<file path="src/design/bitmap_page_allocator_defines.svh">
// ----------------------------------------------------------------------------
// Bitmap page allocator assertion macros
// Shared assertion macros for the page allocator, compiled out for synthesis.
// ----------------------------------------------------------------------------
`ifndef BITMAP_PAGE_ALLOCATOR_DEFINES_SVH
`define BITMAP_PAGE_ALLOCATOR_DEFINES_SVH
`ifndef SYNTHESIS
`define BPA_ASSERT_IMP(label, clk, rst_n, pre, post, msg) \
    label: assert property (@(posedge clk) disable iff (!rst_n) (pre) |-> (post)) \
        else $error(msg);
`define BPA_ASSERT_NXT(label, clk, rst_n, pre, post, msg) \
    label: assert property (@(posedge clk) disable iff (!rst_n) (pre) |=> (post)) \
        else $error(msg);
`else
`define BPA_ASSERT_IMP(label, clk, rst_n, pre, post, msg)
`define BPA_ASSERT_NXT(label, clk, rst_n, pre, post, msg)
`endif
`endif

</file>
<file path="src/design/bpa_pkg.sv">
// ----------------------------------------------------------------------------
// Bitmap page allocator package
// Field widths, codes and the request structures shared by all modules.
// ----------------------------------------------------------------------------
package bpa_pkg;

    localparam int KIND_W        = 2;
    localparam int COUNT_W       = 7;
    localparam int PAGE_W        = 12;
    localparam int TOTAL_W       = 13;
    localparam int STATUS_W      = 2;
    localparam int MAP_BITS      = 8;
    localparam int BIT_W         = 3;
    localparam int IN_DATA_W     = 24;
    localparam int OUT_DATA_W    = 32;
    localparam int CFG_ADDR_W    = 1;
    localparam int QUEUE_DEPTH   = 2;
    localparam int QPTR_W        = 1;
    localparam int QCNT_W        = 2;
    localparam int MAX_PAGES_DEF = 4096;
    localparam int MAX_BURST_DEF = 64;
    localparam int TOTAL_RST     = 4096;
    localparam int RESERVED_RST  = 0;

    typedef enum logic [KIND_W-1:0] {
        KIND_INIT  = 2'd0,
        KIND_ALLOC = 2'd1,
        KIND_FREE  = 2'd2
    } t_kind;

    typedef enum logic [STATUS_W-1:0] {
        ST_OK      = 2'd0,
        ST_NOSPACE = 2'd1,
        ST_RANGE   = 2'd2
    } t_status;

    typedef enum logic [CFG_ADDR_W-1:0] {
        REG_TOTAL    = 1'd0,
        REG_RESERVED = 1'd1
    } t_reg;

    typedef enum logic [1:0] {
        OP_INIT,
        OP_ALLOC,
        OP_FREE,
        OP_REJECT
    } t_op;

    typedef struct packed {
        logic [TOTAL_W-1:0] total;
        logic [TOTAL_W-1:0] reserved;
    } t_cfg;

    typedef struct packed {
        t_op                op;
        t_status            status;
        logic [COUNT_W-1:0] count;
        logic [PAGE_W-1:0]  page;
    } t_cmd;

endpackage

</file>
<file path="src/design/bpa_front.sv">
// ----------------------------------------------------------------------------
// Bitmap page allocator front end
// Holds the configuration registers, accepts requests and sorts them into
// commands for the map engine.
// ----------------------------------------------------------------------------
module bpa_front #(
    parameter int MAX_PAGES = bpa_pkg::MAX_PAGES_DEF,
    parameter int MAX_BURST = bpa_pkg::MAX_BURST_DEF
) (
    input  logic                              i_clk,
    input  logic                              i_rst_n,
    input  logic                              i_cfg_we,
    input  logic [bpa_pkg::CFG_ADDR_W-1:0]    i_cfg_addr,
    input  logic [bpa_pkg::TOTAL_W-1:0]       i_cfg_wdata,
    input  logic                              i_s_tvalid,
    output logic                              o_s_tready,
    input  logic [bpa_pkg::KIND_W-1:0]        i_kind,
    input  logic [bpa_pkg::COUNT_W-1:0]       i_page_count,
    input  logic [bpa_pkg::PAGE_W-1:0]        i_free_page,
    input  logic                              i_q_full,
    input  logic                              i_map_ready,
    output logic                              o_push,
    output bpa_pkg::t_cmd                     o_cmd,
    output bpa_pkg::t_cfg                     o_cfg
);

    localparam int TOTAL_MAX = (1 << bpa_pkg::TOTAL_W) - 1;
    localparam int CAP_I     = (MAX_PAGES > TOTAL_MAX) ? TOTAL_MAX : MAX_PAGES;
    localparam logic [bpa_pkg::TOTAL_W-1:0] CAP = bpa_pkg::TOTAL_W'(CAP_I);
    localparam logic [bpa_pkg::COUNT_W-1:0] BURST = bpa_pkg::COUNT_W'(MAX_BURST);

    logic [bpa_pkg::TOTAL_W-1:0] r_total;
    logic [bpa_pkg::TOTAL_W-1:0] r_reserved;
    logic [bpa_pkg::TOTAL_W-1:0] eff_total;
    logic                        kind_ok;

    always_ff @(posedge i_clk) begin
        if (!i_rst_n) begin
            r_total    <= bpa_pkg::TOTAL_W'(bpa_pkg::TOTAL_RST);
            r_reserved <= bpa_pkg::TOTAL_W'(bpa_pkg::RESERVED_RST);
        end else if (i_cfg_we) begin
            unique case (bpa_pkg::t_reg'(i_cfg_addr))
                bpa_pkg::REG_TOTAL:    r_total    <= i_cfg_wdata;
                bpa_pkg::REG_RESERVED: r_reserved <= i_cfg_wdata;
            endcase
        end
    end

    always_comb begin
        eff_total      = (r_total < CAP) ? r_total : CAP;
        o_cfg.total    = eff_total;
        o_cfg.reserved = (r_reserved < eff_total) ? r_reserved : eff_total;
    end

    always_comb begin
        kind_ok      = 1'b1;
        o_cmd.op     = bpa_pkg::OP_REJECT;
        o_cmd.status = bpa_pkg::ST_OK;
        o_cmd.count  = i_page_count;
        o_cmd.page   = i_free_page;
        unique case (bpa_pkg::t_kind'(i_kind))
            bpa_pkg::KIND_INIT: begin
                o_cmd.op = bpa_pkg::OP_INIT;
            end
            bpa_pkg::KIND_ALLOC: begin
                if (i_page_count == '0) begin
                    o_cmd.op = bpa_pkg::OP_REJECT;
                end else if (i_page_count > BURST) begin
                    o_cmd.status = bpa_pkg::ST_NOSPACE;
                end else begin
                    o_cmd.op = bpa_pkg::OP_ALLOC;
                end
            end
            bpa_pkg::KIND_FREE: begin
                if ({1'b0, i_free_page} >= eff_total) begin
                    o_cmd.status = bpa_pkg::ST_RANGE;
                end else begin
                    o_cmd.op = bpa_pkg::OP_FREE;
                end
            end
            default: begin
                kind_ok = 1'b0;
            end
        endcase
    end

    // Requests of the unused kind are taken and dropped.
    assign o_s_tready = !i_q_full && i_map_ready;
    assign o_push     = i_s_tvalid && o_s_tready && kind_ok;

endmodule

</file>
<file path="src/design/bpa_queue.sv">
// ----------------------------------------------------------------------------
// Bitmap page allocator command queue
// Two-entry queue that decouples request intake from the map engine.
// ----------------------------------------------------------------------------
module bpa_queue (
    input  logic          i_clk,
    input  logic          i_rst_n,
    input  logic          i_push,
    input  bpa_pkg::t_cmd i_data,
    input  logic          i_pop,
    output logic          o_valid,
    output bpa_pkg::t_cmd o_data,
    output logic          o_full
);

    bpa_pkg::t_cmd                r_slot [0:bpa_pkg::QUEUE_DEPTH-1];
    logic [bpa_pkg::QPTR_W-1:0]   r_wp;
    logic [bpa_pkg::QPTR_W-1:0]   r_rp;
    logic [bpa_pkg::QCNT_W-1:0]   r_cnt;

    always_ff @(posedge i_clk) begin
        if (!i_rst_n) begin
            r_wp  <= '0;
            r_rp  <= '0;
            r_cnt <= '0;
        end else begin
            if (i_push) begin
                r_wp <= r_wp + 1'b1;
            end
            if (i_pop) begin
                r_rp <= r_rp + 1'b1;
            end
            if (i_push && !i_pop) begin
                r_cnt <= r_cnt + 1'b1;
            end else if (i_pop && !i_push) begin
                r_cnt <= r_cnt - 1'b1;
            end
        end
    end

    always_ff @(posedge i_clk) begin
        if (i_push) begin
            r_slot[r_wp] <= i_data;
        end
    end

    assign o_valid = (r_cnt != '0);
    assign o_full  = (r_cnt == bpa_pkg::QCNT_W'(bpa_pkg::QUEUE_DEPTH));
    assign o_data  = r_slot[r_rp];

endmodule

</file>
<file path="src/design/bpa_back.sv">
// ----------------------------------------------------------------------------
// Bitmap page allocator map engine
// Keeps the page bitmap in a byte-wide memory, scans it for free pages,
// handles init and free requests and holds the result register.
// ----------------------------------------------------------------------------
module bpa_back #(
    parameter int MAX_PAGES = bpa_pkg::MAX_PAGES_DEF
) (
    input  logic                          i_clk,
    input  logic                          i_rst_n,
    input  bpa_pkg::t_cfg                 i_cfg,
    input  logic                          i_cmd_valid,
    input  bpa_pkg::t_cmd                 i_cmd,
    output logic                          o_cmd_pop,
    output logic                          o_map_ready,
    output logic                          o_m_tvalid,
    input  logic                          i_m_tready,
    output bpa_pkg::t_status              o_status,
    output logic                          o_page_valid,
    output logic [bpa_pkg::PAGE_W-1:0]    o_page_number,
    output logic                          o_last,
    output logic [bpa_pkg::TOTAL_W-1:0]   o_free_count
);

    localparam int MB        = bpa_pkg::MAP_BITS;
    localparam int BW        = bpa_pkg::BIT_W;
    localparam int TW        = bpa_pkg::TOTAL_W;
    localparam int MAP_WORDS = (MAX_PAGES + MB - 1) / MB;
    localparam int AW        = (MAP_WORDS > 1) ? $clog2(MAP_WORDS) : 1;
    localparam int PW        = ((AW + BW > TW) ? AW + BW : TW) + 1;
    localparam logic [AW-1:0] LAST_WORD = AW'(MAP_WORDS - 1);
    localparam int FREE_RST_I =
        (MAX_PAGES < bpa_pkg::TOTAL_RST) ? MAX_PAGES : bpa_pkg::TOTAL_RST;
    localparam logic [TW-1:0] FREE_RST = TW'(FREE_RST_I);

    typedef enum logic [2:0] {
        S_SWEEP,
        S_IDLE,
        S_RD,
        S_CHK,
        S_FRD,
        S_FWR,
        S_RESP
    } t_state;

    t_state                        r_state;
    logic [MB-1:0]                 r_map [0:MAP_WORDS-1];
    logic [MB-1:0]                 r_rdata;
    logic [MB-1:0]                 r_word;
    logic                          r_fresh;
    logic [AW-1:0]                 r_widx;
    logic [BW-1:0]                 r_bit;
    logic [TW-1:0]                 r_sweep_res;
    logic                          r_is_init;
    logic                          r_ready;
    logic [TW-1:0]                 r_free;
    logic [bpa_pkg::COUNT_W-1:0]   r_left;
    bpa_pkg::t_status              r_resp;
    logic                          r_ov;
    bpa_pkg::t_status              r_status;
    logic                          r_pv;
    logic [bpa_pkg::PAGE_W-1:0]    r_page;
    logic                          r_last;
    logic [TW-1:0]                 r_fc;

    logic [MB-1:0]                 cur_word;
    logic [MB-1:0]                 avail;
    logic [MB-1:0]                 sweep_word;
    logic [MB-1:0]                 n_word;
    logic [BW-1:0]                 sel;
    logic                          any_free;
    logic                          past_end;
    logic [PW-1:0]                 base;
    logic [PW-1:0]                 total_x;
    logic [PW-1:0]                 res_x;
    logic [PW-1:0]                 page_full;
    logic [TW-1:0]                 free_dec;
    logic                          slot;
    logic                          mem_we;
    logic [MB-1:0]                 mem_wd;

    always_comb begin
        cur_word = r_fresh ? r_rdata : r_word;
        base     = PW'(r_widx) << BW;
        total_x  = PW'(i_cfg.total);
        res_x    = PW'(r_sweep_res);
        sel      = '0;
        for (int b = 0; b < MB; b++) begin
            avail[b]      = !cur_word[b] && ((base + PW'(b)) < total_x);
            sweep_word[b] = (base + PW'(b)) < res_x;
        end
        for (int b = MB - 1; b >= 0; b--) begin
            if (avail[b]) begin
                sel = BW'(b);
            end
        end
        any_free  = |avail;
        past_end  = (base + PW'(MB)) >= total_x;
        n_word    = cur_word | (MB'(1) << sel);
        page_full = base + PW'(sel);
        free_dec  = (r_free == '0) ? '0 : r_free - 1'b1;
        slot      = !r_ov || i_m_tready;
    end

    always_comb begin
        mem_we = 1'b0;
        mem_wd = sweep_word;
        unique case (r_state)
            S_SWEEP: begin
                mem_we = 1'b1;
            end
            S_CHK: begin
                mem_we = any_free && slot;
                mem_wd = n_word;
            end
            S_FWR: begin
                mem_we = 1'b1;
                mem_wd = r_rdata & ~(MB'(1) << r_bit);
            end
            default: begin
                mem_we = 1'b0;
            end
        endcase
    end

    always_ff @(posedge i_clk) begin
        if (mem_we) begin
            r_map[r_widx] <= mem_wd;
        end
        r_rdata <= r_map[r_widx];
    end

    always_ff @(posedge i_clk) begin
        if (!i_rst_n) begin
            r_state     <= S_SWEEP;
            r_widx      <= '0;
            r_sweep_res <= '0;
            r_is_init   <= 1'b0;
            r_ready     <= 1'b0;
            r_free      <= FREE_RST;
            r_ov        <= 1'b0;
        end else begin
            if (r_ov && i_m_tready) begin
                r_ov <= 1'b0;
            end
            unique case (r_state)
                S_SWEEP: begin
                    r_widx <= r_widx + 1'b1;
                    if (r_widx == LAST_WORD) begin
                        r_widx <= '0;
                        if (r_is_init) begin
                            r_free  <= i_cfg.total - i_cfg.reserved;
                            r_resp  <= bpa_pkg::ST_OK;
                            r_state <= S_RESP;
                        end else begin
                            r_ready <= 1'b1;
                            r_state <= S_IDLE;
                        end
                    end
                end
                S_IDLE: begin
                    if (i_cmd_valid) begin
                        r_left <= i_cmd.count;
                        r_resp <= i_cmd.status;
                        unique case (i_cmd.op)
                            bpa_pkg::OP_INIT: begin
                                r_sweep_res <= i_cfg.reserved;
                                r_is_init   <= 1'b1;
                                r_widx      <= '0;
                                r_state     <= S_SWEEP;
                            end
                            bpa_pkg::OP_ALLOC: begin
                                if (r_free < TW'(i_cmd.count)) begin
                                    r_resp  <= bpa_pkg::ST_NOSPACE;
                                    r_state <= S_RESP;
                                end else begin
                                    r_widx  <= '0;
                                    r_state <= S_RD;
                                end
                            end
                            bpa_pkg::OP_FREE: begin
                                r_widx  <= AW'(PW'(i_cmd.page) >> BW);
                                r_bit   <= i_cmd.page[BW-1:0];
                                r_state <= S_FRD;
                            end
                            bpa_pkg::OP_REJECT: begin
                                r_state <= S_RESP;
                            end
                        endcase
                    end
                end
                S_RD: begin
                    r_fresh <= 1'b1;
                    r_state <= S_CHK;
                end
                S_CHK: begin
                    r_fresh <= 1'b0;
                    r_word  <= cur_word;
                    if (any_free) begin
                        if (slot) begin
                            r_word   <= n_word;
                            r_ov     <= 1'b1;
                            r_status <= bpa_pkg::ST_OK;
                            r_pv     <= 1'b1;
                            r_page   <= page_full[bpa_pkg::PAGE_W-1:0];
                            r_last   <= (r_left == bpa_pkg::COUNT_W'(1));
                            r_fc     <= free_dec;
                            r_free   <= free_dec;
                            r_left   <= r_left - 1'b1;
                            if (r_left == bpa_pkg::COUNT_W'(1)) begin
                                r_state <= S_IDLE;
                            end
                        end
                    end else if (past_end) begin
                        if (slot) begin
                            r_ov     <= 1'b1;
                            r_status <= bpa_pkg::ST_NOSPACE;
                            r_pv     <= 1'b0;
                            r_page   <= '0;
                            r_last   <= 1'b1;
                            r_fc     <= r_free;
                            r_state  <= S_IDLE;
                        end
                    end else begin
                        r_widx  <= r_widx + 1'b1;
                        r_state <= S_RD;
                    end
                end
                S_FRD: begin
                    r_state <= S_FWR;
                end
                S_FWR: begin
                    if (r_free < i_cfg.total) begin
                        r_free <= r_free + 1'b1;
                    end
                    r_resp  <= bpa_pkg::ST_OK;
                    r_state <= S_RESP;
                end
                S_RESP: begin
                    if (slot) begin
                        r_ov     <= 1'b1;
                        r_status <= r_resp;
                        r_pv     <= 1'b0;
                        r_page   <= '0;
                        r_last   <= 1'b1;
                        r_fc     <= r_free;
                        r_state  <= S_IDLE;
                    end
                end
                default: begin
                    r_state <= S_IDLE;
                end
            endcase
        end
    end

    assign o_cmd_pop     = (r_state == S_IDLE) && i_cmd_valid;
    assign o_map_ready   = r_ready;
    assign o_m_tvalid    = r_ov;
    assign o_status      = r_status;
    assign o_page_valid  = r_pv;
    assign o_page_number = r_page;
    assign o_last        = r_last;
    assign o_free_count  = r_fc;

endmodule

</file>
<file path="src/design/bitmap_page_allocator.sv">
// ----------------------------------------------------------------------------
// Bitmap page allocator
// Page frame allocator over a one-bit-per-page map with init, allocate and
// free requests.
//
//   Channel   Direction  Payload
//   i_s_*     in         tuser: kind[1:0]; tdata: page_count, free_page
//   o_m_*     out        tuser: page_valid; tdata: status, page_number, free_count; tlast: last
//   i_cfg_*   in         index 0 managed page count, index 1 reserved page count
//
// After reset the map is cleared one byte per cycle, MAX_PAGES / 8 bytes in all
// (512 at the default size), while o_s_tready stays low.
// An allocate request reads and checks each map byte in turn from page 0 up to
// the last page handed out, taking one page per check; a free reads and then
// rewrites one map byte; an init sweeps the whole map.
// The map engine handles one request at a time; a two-entry queue takes
// requests while it works, and a full result register stalls the engine.
// ----------------------------------------------------------------------------
`include "bitmap_page_allocator_defines.svh"

module bitmap_page_allocator #(
    parameter int MAX_PAGES = bpa_pkg::MAX_PAGES_DEF,
    parameter int MAX_BURST = bpa_pkg::MAX_BURST_DEF
) (
    input  logic                              i_clk,
    input  logic                              i_rst_n,
    input  logic                              i_cfg_we,
    input  logic [bpa_pkg::CFG_ADDR_W-1:0]    i_cfg_addr,
    input  logic [bpa_pkg::TOTAL_W-1:0]       i_cfg_wdata,
    input  logic                              i_s_tvalid,
    output logic                              o_s_tready,
    // page_count[6:0], free_page[18:7], zero fill [23:19]
    input  logic [bpa_pkg::IN_DATA_W-1:0]     i_s_tdata,
    // kind[1:0]
    input  logic [bpa_pkg::KIND_W-1:0]        i_s_tuser,
    output logic                              o_m_tvalid,
    input  logic                              i_m_tready,
    // status[1:0], page_number[13:2], free_count[26:14], zero fill [31:27]
    output logic [bpa_pkg::OUT_DATA_W-1:0]    o_m_tdata,
    // page_valid[0]
    output logic                              o_m_tuser,
    output logic                              o_m_tlast
);

    localparam int FILL_W = bpa_pkg::OUT_DATA_W - bpa_pkg::STATUS_W
                            - bpa_pkg::PAGE_W - bpa_pkg::TOTAL_W;

    bpa_pkg::t_cmd                   push_cmd;
    bpa_pkg::t_cmd                   head_cmd;
    bpa_pkg::t_cfg                   cfg;
    logic                            q_push;
    logic                            q_pop;
    logic                            q_valid;
    logic                            q_full;
    logic                            map_ready;
    bpa_pkg::t_status                res_status;
    logic [bpa_pkg::PAGE_W-1:0]      res_page;
    logic [bpa_pkg::TOTAL_W-1:0]     res_free;

    bpa_front #(
        .MAX_PAGES (MAX_PAGES),
        .MAX_BURST (MAX_BURST)
    ) u_front (
        .i_clk        (i_clk),
        .i_rst_n      (i_rst_n),
        .i_cfg_we     (i_cfg_we),
        .i_cfg_addr   (i_cfg_addr),
        .i_cfg_wdata  (i_cfg_wdata),
        .i_s_tvalid   (i_s_tvalid),
        .o_s_tready   (o_s_tready),
        .i_kind       (i_s_tuser),
        .i_page_count (i_s_tdata[bpa_pkg::COUNT_W-1:0]),
        .i_free_page  (i_s_tdata[bpa_pkg::COUNT_W +: bpa_pkg::PAGE_W]),
        .i_q_full     (q_full),
        .i_map_ready  (map_ready),
        .o_push       (q_push),
        .o_cmd        (push_cmd),
        .o_cfg        (cfg)
    );

    bpa_queue u_queue (
        .i_clk   (i_clk),
        .i_rst_n (i_rst_n),
        .i_push  (q_push),
        .i_data  (push_cmd),
        .i_pop   (q_pop),
        .o_valid (q_valid),
        .o_data  (head_cmd),
        .o_full  (q_full)
    );

    bpa_back #(
        .MAX_PAGES (MAX_PAGES)
    ) u_back (
        .i_clk         (i_clk),
        .i_rst_n       (i_rst_n),
        .i_cfg         (cfg),
        .i_cmd_valid   (q_valid),
        .i_cmd         (head_cmd),
        .o_cmd_pop     (q_pop),
        .o_map_ready   (map_ready),
        .o_m_tvalid    (o_m_tvalid),
        .i_m_tready    (i_m_tready),
        .o_status      (res_status),
        .o_page_valid  (o_m_tuser),
        .o_page_number (res_page),
        .o_last        (o_m_tlast),
        .o_free_count  (res_free)
    );

    assign o_m_tdata = {{FILL_W{1'b0}}, res_free, res_page, res_status};

    `BPA_ASSERT_IMP(a_push_not_full, i_clk, i_rst_n, q_push, !q_full,
        "Request queued while the queue is full.")
    `BPA_ASSERT_NXT(a_push_visible, i_clk, i_rst_n, q_push, q_valid,
        "Queued request not visible to the map engine.")
    `BPA_ASSERT_IMP(a_hold_while_clear, i_clk, i_rst_n, !map_ready, !o_s_tready,
        "Request taken before the map clear finished.")
    `BPA_ASSERT_IMP(a_page_ok, i_clk, i_rst_n, o_m_tvalid && o_m_tuser,
        res_status == bpa_pkg::ST_OK,
        "Allocated page reported with a failing status.")

endmodule

</file>
<file path="config.mk">
export PLATFORM = sky130hd
export DESIGN_NAME = bitmap_page_allocator
export DESIGN_NICKNAME = d
export VERILOG_FILES = /design/src/design/bpa_pkg.sv /design/src/design/bpa_front.sv /design/src/design/bpa_queue.sv /design/src/design/bpa_back.sv /design/src/design/bitmap_page_allocator.sv
export VERILOG_INCLUDE_DIRS = /design/src /design/src/design
export SDC_FILE = /design/constraint.sdc
export NUM_CORES = 2
export LEC_CHECK = 0
export ABC_AREA = 1
export BUFFER_PORTS_ARGS = -buffer_cell sky130_fd_sc_hd__buf_2
export CAP_MARGIN = 10
export CORE_UTILIZATION = 35
export DETAILED_ROUTE_END_ITERATION = 8
export PLACE_DENSITY = 0.45
export SLEW_MARGIN = 20
export SYNTH_ARGS = -nofsm -noshare
export SYNTH_HDL_FRONTEND = slang
export SYNTH_MEMORY_MAX_BITS = 65536
export SYNTH_SLANG_ARGS = --single-unit
export TNS_END_PERCENT = 1
</file>
<file path="constraint.sdc">
create_clock -name i_clk -period 26.2 [get_ports i_clk]
set_input_delay 0 -clock i_clk [delete_from_list [all_inputs] [get_ports i_clk]]
set_output_delay 0 -clock i_clk [all_outputs]
set_load 0.01 [all_outputs]
</file>
# Yosys cells after proc, flatten, opt, wreduce, memory -nomap -nowiden
# Memories as Yosys holds them, arrays and structs flattened. A register that Yosys moved wholly into a read port is not among the register bits.
# Index checks and enable logic that the tools add are counted.
dict set report totals {
  input_bits 45
  wordCells 258
  reg_bits 121
  ram_bits 4142
  n_memories 2
  out_inout_bits 36
}
dict set report op_classes {
  n_addsub 18
  shift 2
  bitwise 5
  mux 98
  order_cmp 23
  n_eq_ne 29
  reduce_logical 59
}
# name depth width rd rd_clocked_by_memory_dff wr line
set memory_table {}
lappend memory_table {u_back.r_map 512 8 1 1 1 bpa_back.sv:47} ;# logic [MB-1:0] r_map [0:MAP_WORDS-1];
lappend memory_table {u_queue.r_slot 2 23 1 1 1 bpa_queue.sv:16} ;# bpa_pkg::t_cmd r_slot [0:bpa_pkg::QUEUE_DEPTH-1];
# cell n
set op_table {}
lappend op_table {{less-than comparator 14 x 13 -> 1 bit} 14}
lappend op_table {{2-to-1 mux 13 bit} 11}
lappend op_table {{one-hot mux 9 bit (3 select lines)} 2}
lappend op_table {{adder 12 x 3 -> 13 bit (second input constant)} 4}
lappend op_table {{2-to-1 mux 3 bit} 17}
lappend op_table {{2-to-1 mux 12 bit} 4}
lappend op_table {{2-to-1 mux 9 bit} 5}
lappend op_table {{one-hot mux 13 bit (3 select lines)} 1}
lappend op_table {{2-to-1 mux 2 bit} 16}
lappend op_table {{adder 12 x 2 -> 13 bit (second input constant)} 2}
lappend op_table {{less-than comparator 12 x 13 -> 1 bit} 2}
lappend op_table {{less-than comparator 13 bit} 2}
lappend op_table {{one-hot mux 13 bit (2 select lines)} 1}
lappend op_table {{2-to-1 mux 8 bit} 3}
lappend op_table {{one-hot mux 12 bit (2 select lines)} 1}
lappend op_table {{2-to-1 mux 1 bit} 21}
lappend op_table {{2-to-1 mux 7 bit} 3}
lappend op_table {{one-hot mux 3 bit (7 select lines)} 1}
lappend op_table {{AND reduction 6 bit} 3}
lappend op_table {{logical AND 1 bit} 16}
lappend op_table {{one-hot mux 8 bit (2 select lines)} 1}
lappend op_table {{<< shifter 1 x 3 -> 8 bit (first input constant)} 2}
lappend op_table {{greater-or-equal comparator 14 x 13 -> 1 bit} 1}
lappend op_table {{inequality test 2 x 1 -> 1 bit (second input constant)} 7}
lappend op_table {{50 further kinds} 94}

# Longest topological paths before layout
dict set report depth {
  word_depth 16
  depth_mapped 27
}

# By module
# From an unflattened synthesis, not the netlist that was laid out.
dict set report unflattened {
  cells_unflattened 14410
  hier_area_um2 173816.7
}
# module cells_each area_per_inst_um2 seq_area_each_um2 n_inst
set modules_own_cells {}
lappend modules_own_cells {bpa_back 13982 169790.3 125480.3 1}
lappend modules_own_cells {bpa_front 316 2094.5 520.5 1}
lappend modules_own_cells {bpa_queue 106 1890.6 1481.4 1}
lappend modules_own_cells {bitmap_page_allocator 6 41.3 0.0 1}

# Worst setup path before layout
# Ideal clock, no wire load.
dict set report synth_path {
  path_kind {flip-flop to flip-flop}
  startpoint {reg u_back.r_widx[0]}
  endpoint {mem u_back.r_map[0][7] (netlist name) (data pin)}
  arrival_time_ns 9.224
  slack_ns 14.235
  stages_incl_launch_ff 20
  setup_ns 2.741
  synth_period_minus_slack_ns 11.965
  path_cell_list {dfxtp_1 > buf_2 > inv_2 > buf_2 > buf_2 > buf_2 > clkbuf_1 > ha_1 > inv_1 > nand3_1 > nor2_1 > o21ai_1 > nand3_1 > nand2_1 > o21ai_0 > inv_1 > nand3_1 > nand2_1 > nand2_1 > nand3_1}
}
dict set report synth_between {
  elab_chain_cells 14
  word_cells_on_any_way 35
  classes_between {7 x add/sub; 9 x order compare; 1 x shift; 9 x mux; 1 x bitwise; 8 x reduce/logical}
}
# item line
set synth_rtl {}
lappend synth_rtl {{start: declaration} bpa_back.sv:51} ;# logic [AW-1:0] r_widx;
lappend synth_rtl {{start signal: assignment} bpa_back.sv:148} ;# r_widx <= r_widx + 1'b1;
lappend synth_rtl {{start signal: assignment} bpa_back.sv:182} ;# r_widx <= AW'(PW'(i_cmd.page) >> BW);
lappend synth_rtl {{start signal: assignment} bpa_back.sv:225} ;# r_widx <= r_widx + 1'b1;
lappend synth_rtl {{adder 12 x 3 -> 13 bit} {bpa_back.sv:89, bpa_back.sv:90}}
lappend synth_rtl {{less-than comparator 14 x 13 -> 1 bit} bpa_back.sv:89} ;# avail[b] = !cur_word[b] && ((base + PW'(b)) < total_x);
lappend synth_rtl {{logical AND 1 bit} bpa_back.sv:89}
lappend synth_rtl {{2-to-1 mux 3 bit (8 in series)} bpa_back.sv:93} ;# if (avail[b]) begin
lappend synth_rtl {{<< shifter 1 x 3 -> 8 bit} bpa_back.sv:99} ;# n_word = cur_word | (MB'(1) << sel);
lappend synth_rtl {{bitwise OR 8 bit} bpa_back.sv:99}
lappend synth_rtl {{one-hot mux 8 bit (2 select lines) *} bpa_back.sv:108} ;# unique case (r_state)
lappend synth_rtl {{via u_back.mem_wd[7]} bpa_back.sv:80} ;# logic [MB-1:0] mem_wd;
lappend synth_rtl {{end: declaration} bpa_back.sv:47}
# The timed path passes the listed nets; every way through them passes the cells marked *.

==> results.md <==
- The DRC violation count after routing is 0.
- For this run, the detailed router's first-pass iteration total came to 6.
- After technology mapping, the gate count stands at 14362.
- The cell with the most instances on the worst path is sky130_fd_sc_hd__buf_4.
- After floorplanning, the core was sized to cover 0.4913 mm^2.
- The CTS buffer count is 461.
- The setup TNS is 0 ns.
- The die boundary height is 705.4 um.
- The average routed wire per standard cell is 26.93 um.
- Summing all flip-flop and latch instances after layout gives 0.1275 mm^2.
- The number of buffers and inverters on the critical path is 8.
- Walking the worst path, the cells encountered are buf_4, buf_4, buf_4, buf_12, buf_4, buf_4, buf_4, buf_4, o21ai_0, o22ai_1, a22o_1, o21ai_0, nand3_1, nand3_1, nand3_1.
- The final number of max-transition violations is 0.
- The number of buffer cells added on primary ports is 70.
- The post-route worst setup slack is 18.22 ns.
- The maximum vdd ir drop is 0.07969 mV.
- The clock sink count is 4272.
- Data on the critical path is required at its endpoint by 27.07 ns.
- The cell area that synthesis handed to floorplanning was 0.1732 mm^2.
- TritonCTS built the clock tree.
- The final number of hold-violating endpoints came to 0.
- Clock tree synthesis selected as its root buffer the cell sky130_fd_sc_hd__clkbuf_16.
- The synthesis warning total is 0.
- The via count of the first global-routing pass is 107519.
- The worst min-delay path startpoint is i_s_tuser[1].
- The flow ran to the end, and the final reports show no timing, DRC or antenna violations.
- Data arrives at the worst endpoint at 8.85 ns.
- The longest clock path from root to sink contains 4 buffers.
- The proportion of register bits with asynchronous set or reset after synthesis is 0.
- The pin count of the biggest net entering global routing is 191.
- The number of placement rows is 257.
- The horizontal die dimension is 705.4 um.
- The H-tree generated during clock tree synthesis spans 5 levels.
- The number of synthesized register bits is 4272.
- The total vias in the final route is 113275.
- The synthesized netlist contains 58 unique library cells.
- Max-cap violations in this run came to 0.
- In the global route stage, overall resource usage came out at 0.2222.
- The count of cells in the finished layout, fillers not included, comes to 21196.
- The headroom to the max-slew limit is 0.08575.
- Counting flops with a built-in enable in the synthesized netlist gives 4192.
- The total wire length after detailed routing is 570.8 mm.
- STA classifies the critical path startpoint as a flip-flop.
- The initial antenna violation count was 40.
- The total congestion overflow after global routing is 0.
- The fraction of layout cells with a size suffix above 1 is 0.07002.
- The maximum cell stage delay along the critical path is 0.77 ns.
- The layout filler cell count is 47058.
- The completed layout was analyzed and its total power is 15.62 mW.
- The period utilization is 0.3047.
- The cell leakage power is 64.32 nW.
- The slowest library cell on the worst path is sky130_fd_sc_hd__buf_4.
- The post-placement setup slack is 18.17 ns.
- The congestion estimate from routability-driven global placement came to 0.8345.
- The ratio of total power to cell area is 79.77 mW/mm^2.
- The type of the setup path with the least slack is reg2reg.
- A synthesized cell averages 12.06 um^2.
- The detail-routed via count per cell is 5.344.
- Setup repair after global routing left no endpoint under its margin.
- The top-level port count is 81.
- The DRC marker count from the first detailed-route iteration is 10626.
- The first global-routing pass estimated 811.6 mm of wire.
- Among cell families on the critical path, the largest total delay comes from buffers and inverters.
- The cell total after placement is 20227.
- On the final layout, the worst clock skew is 0.07435 ns.
- In this run the critical register-to-register path is launched from u_back.r_widx[0].
- The tightest min-delay check is of the in2reg type.
- The clock slew seen by the registers of the worst setup and hold paths is 0.06 ns.
- The floorplan die area is 0.4976 mm^2.
- The critical-path maximum fanout is 145.
- The count of final setup violators is 0.
- In the final design database the tool counted 14467 nets.
- Once detailed placement completed, the half-perimeter wirelength came to 330.8 mm.
- The final core utilization is 0.3986.
- Tracing the worst setup path back leads to its startpoint at u_back.r_widx[0].
- The minimum period implied by the final worst setup slack is 7.982 ns.
- The number of resized instances in the post-cts repair step is 0.
- The part of the Yosys area used for sequential elements is 0.7361.
- The later-pin clock latency in the skew report is 1.05 ns.
- The highest achievable clock rate is 125.3 MHz.
- The count of nets left with antenna violations once routing finished came out at 0.
- The initial core utilization is 0.3525.
- The multi-input combinational cells in the finished layout cover a total of 0.04119 mm^2.
- From synthesis to final layout, the design area changed by 13.09%.
- The transition time at the pin with the least slew margin is 1.371 ns.
- The leading register cell type out of synthesis is sky130_fd_sc_hd__edfxtp_1.
- STA classifies the critical path endpoint as a flip-flop.
==> metal layers <==
metal  routed length [um]  global-route usage  vias to the layer above  share of wire
met3                31410             0.02615                      692          0.055
met2               266600              0.3573                     3268           0.47
li1                     -                   -                    51763              -
met4                16350             0.06069                        4          0.029
met1               256500              0.3189                    57548           0.45
met5                   27                   0                        -       0.000047
==> worst min-delay path, delay by kind of cell <==
family / cells / cell delay (ns)
adder cells (fa/ha/maj): 1 / 0.18
AND/OR/NAND/NOR: 2 / 0.14
buffers and inverters: 3 / 0.70
==> through the flow <==
step | hold slack (ns) | instance area [um^2]
5_1_grt | 0.1230 | 195800
2_1_floorplan | 0.09887 | 173200
3_3_place_gp | 0.2076 | 180300
6_report | 0.09871 | 195800
4_1_cts | 0.008988 | 195800
3_5_place_dp | 0.2101 | 180300
==> logic make-up (layout without fill, tap and decap cells) <==
family,after synthesis,in the layout,share of synthesized area
DFF,4272,4272,0.7361
muxes,10,10,0.0005780
adders and majority gates,98,98,0.007124
buffers and inverters,1181,1525,0.02778
other,1,16,0.00002165
AOI/OAI and AO/OA,3525,3525,0.1092
and+or+nand+nor,5263,5263,0.1186
xor gates and xnor gates,12,12,0.0006069
==> synth_stat cells (all sizes together) (2+ instances only) <==
| cell type | number | area (um^2) |
|---|---|---|
| a22oi | 2 | 15.01 |
| o21ai | 2483 | 12440 |
| and2 | 4 | 25.03 |
| a21oi | 165 | 825.8 |
| ha | 97 | 1214 |
| a221oi | 3 | 26.28 |
| o31ai | 5 | 37.54 |
| a21o | 5 | 37.54 |
| xor2 | 11 | 96.34 |
| or2 | 9 | 56.30 |
| o221ai | 3 | 26.28 |
| clkbuf | 671 | 2519 |
| o21bai | 6 | 45.04 |
| o22ai | 775 | 4848 |
| buf | 277 | 1410 |
| and3 | 3 | 18.77 |
| a21boi | 3 | 22.52 |
| nor2 | 3209 | 12060 |
| a211oi | 3 | 22.52 |
| nand3b | 4 | 30.03 |
| o41ai | 4 | 35.03 |
| nand2 | 1698 | 6409 |
| nand4 | 144 | 907.1 |
| a22o | 27 | 236.5 |
| a31oi | 19 | 118.9 |
| nand3 | 143 | 778.3 |
| o211ai | 16 | 120.1 |
| o311ai | 2 | 17.52 |
| clkinv | 8 | 30.03 |
| edfxtp | 4192 | 125900 |
| nor4 | 3 | 18.77 |
| inv | 225 | 852.1 |
| dfxtp | 80 | 1602 |
| nor3 | 45 | 225.2 |
| mux2i | 10 | 100.1 |
==> layout make-up <==
type	count	share of cell area
clock buffer	568	0.06139
multi-input combinational	8913	0.2103
timing repair buffer	443	0.01904
antenna	11	0.0001406
tap	6475	0.04137
clock inverter	281	0.01210
sequential	4272	0.6510
inverter	233	0.004632
==> path summary, 6_finish.rpt <==
| path | to | slack [ns] | cells after the start |
|---|---|---|---|
| setup / recovery | u_back.r_rdata[7] | 18.22 | 15 |
| hold / removal | u_queue.r_slot[1][21] | 0.1 | 6 |
| setup reg to reg | u_back.r_rdata[7] | 18.22 | 15 |
| hold reg to reg | u_queue.r_rp | 0.45 | 1 |
==> cell usage in the layout (no fill, tap or decap), types with 8 or more instances in the layout <==
cell type / n
sky130_fd_sc_hd__a21oi_1: 165
sky130_fd_sc_hd__a22o_1: 27
sky130_fd_sc_hd__a31oi_1: 19
sky130_fd_sc_hd__buf_12: 23
sky130_fd_sc_hd__buf_2: 70
sky130_fd_sc_hd__buf_4: 241
sky130_fd_sc_hd__bufinv_16: 30
sky130_fd_sc_hd__clkbuf_1: 103
sky130_fd_sc_hd__clkbuf_16: 465
sky130_fd_sc_hd__clkinv_1: 142
sky130_fd_sc_hd__clkinv_2: 80
sky130_fd_sc_hd__clkinv_8: 11
sky130_fd_sc_hd__dfxtp_1: 77
sky130_fd_sc_hd__diode_2: 11
sky130_fd_sc_hd__dlygate4sd3_1: 107
sky130_fd_sc_hd__edfxtp_1: 4192
sky130_fd_sc_hd__ha_1: 97
sky130_fd_sc_hd__inv_1: 212
sky130_fd_sc_hd__inv_2: 9
sky130_fd_sc_hd__mux2i_1: 10
sky130_fd_sc_hd__nand2_1: 1679
sky130_fd_sc_hd__nand2_4: 14
sky130_fd_sc_hd__nand3_1: 126
sky130_fd_sc_hd__nand3_4: 15
sky130_fd_sc_hd__nand4_1: 143
sky130_fd_sc_hd__nor2_1: 3192
sky130_fd_sc_hd__nor2_2: 9
sky130_fd_sc_hd__nor2_4: 8
sky130_fd_sc_hd__nor3_1: 45
sky130_fd_sc_hd__o211ai_1: 16
sky130_fd_sc_hd__o21ai_0: 2462
sky130_fd_sc_hd__o21ai_1: 18
sky130_fd_sc_hd__o22ai_1: 775
sky130_fd_sc_hd__or2_2: 9
sky130_fd_sc_hd__xor2_1: 11
==> state kept, by name (all words and copies together), names as in the netlist, 8 cells and up, named ones only <==
name,cells
u_back.r_map,4096
u_queue.r_slot,46
u_back.o_free_count,13
u_back.r_free,13
u_back.r_sweep_res,13
u_front.r_reserved,13
u_front.r_total,13
u_back.o_page_number,12
u_back.r_widx,9
u_back.r_rdata,8
u_back.r_word,8
==> where the power goes <==
part	total, mW	switching [mW]	internal, mW
clock network	6.33	2.79	3.54
registers	7.80	0.00884	7.79
logic	1.49	1.19	0.303
total	15.6	3.99	11.6
==> timing repair <==
action                    CTS  global route
hold endpoints to repair  211             0
setup buffers               0             0
hold buffers              107             0
(Power assumes the default switching activity.)
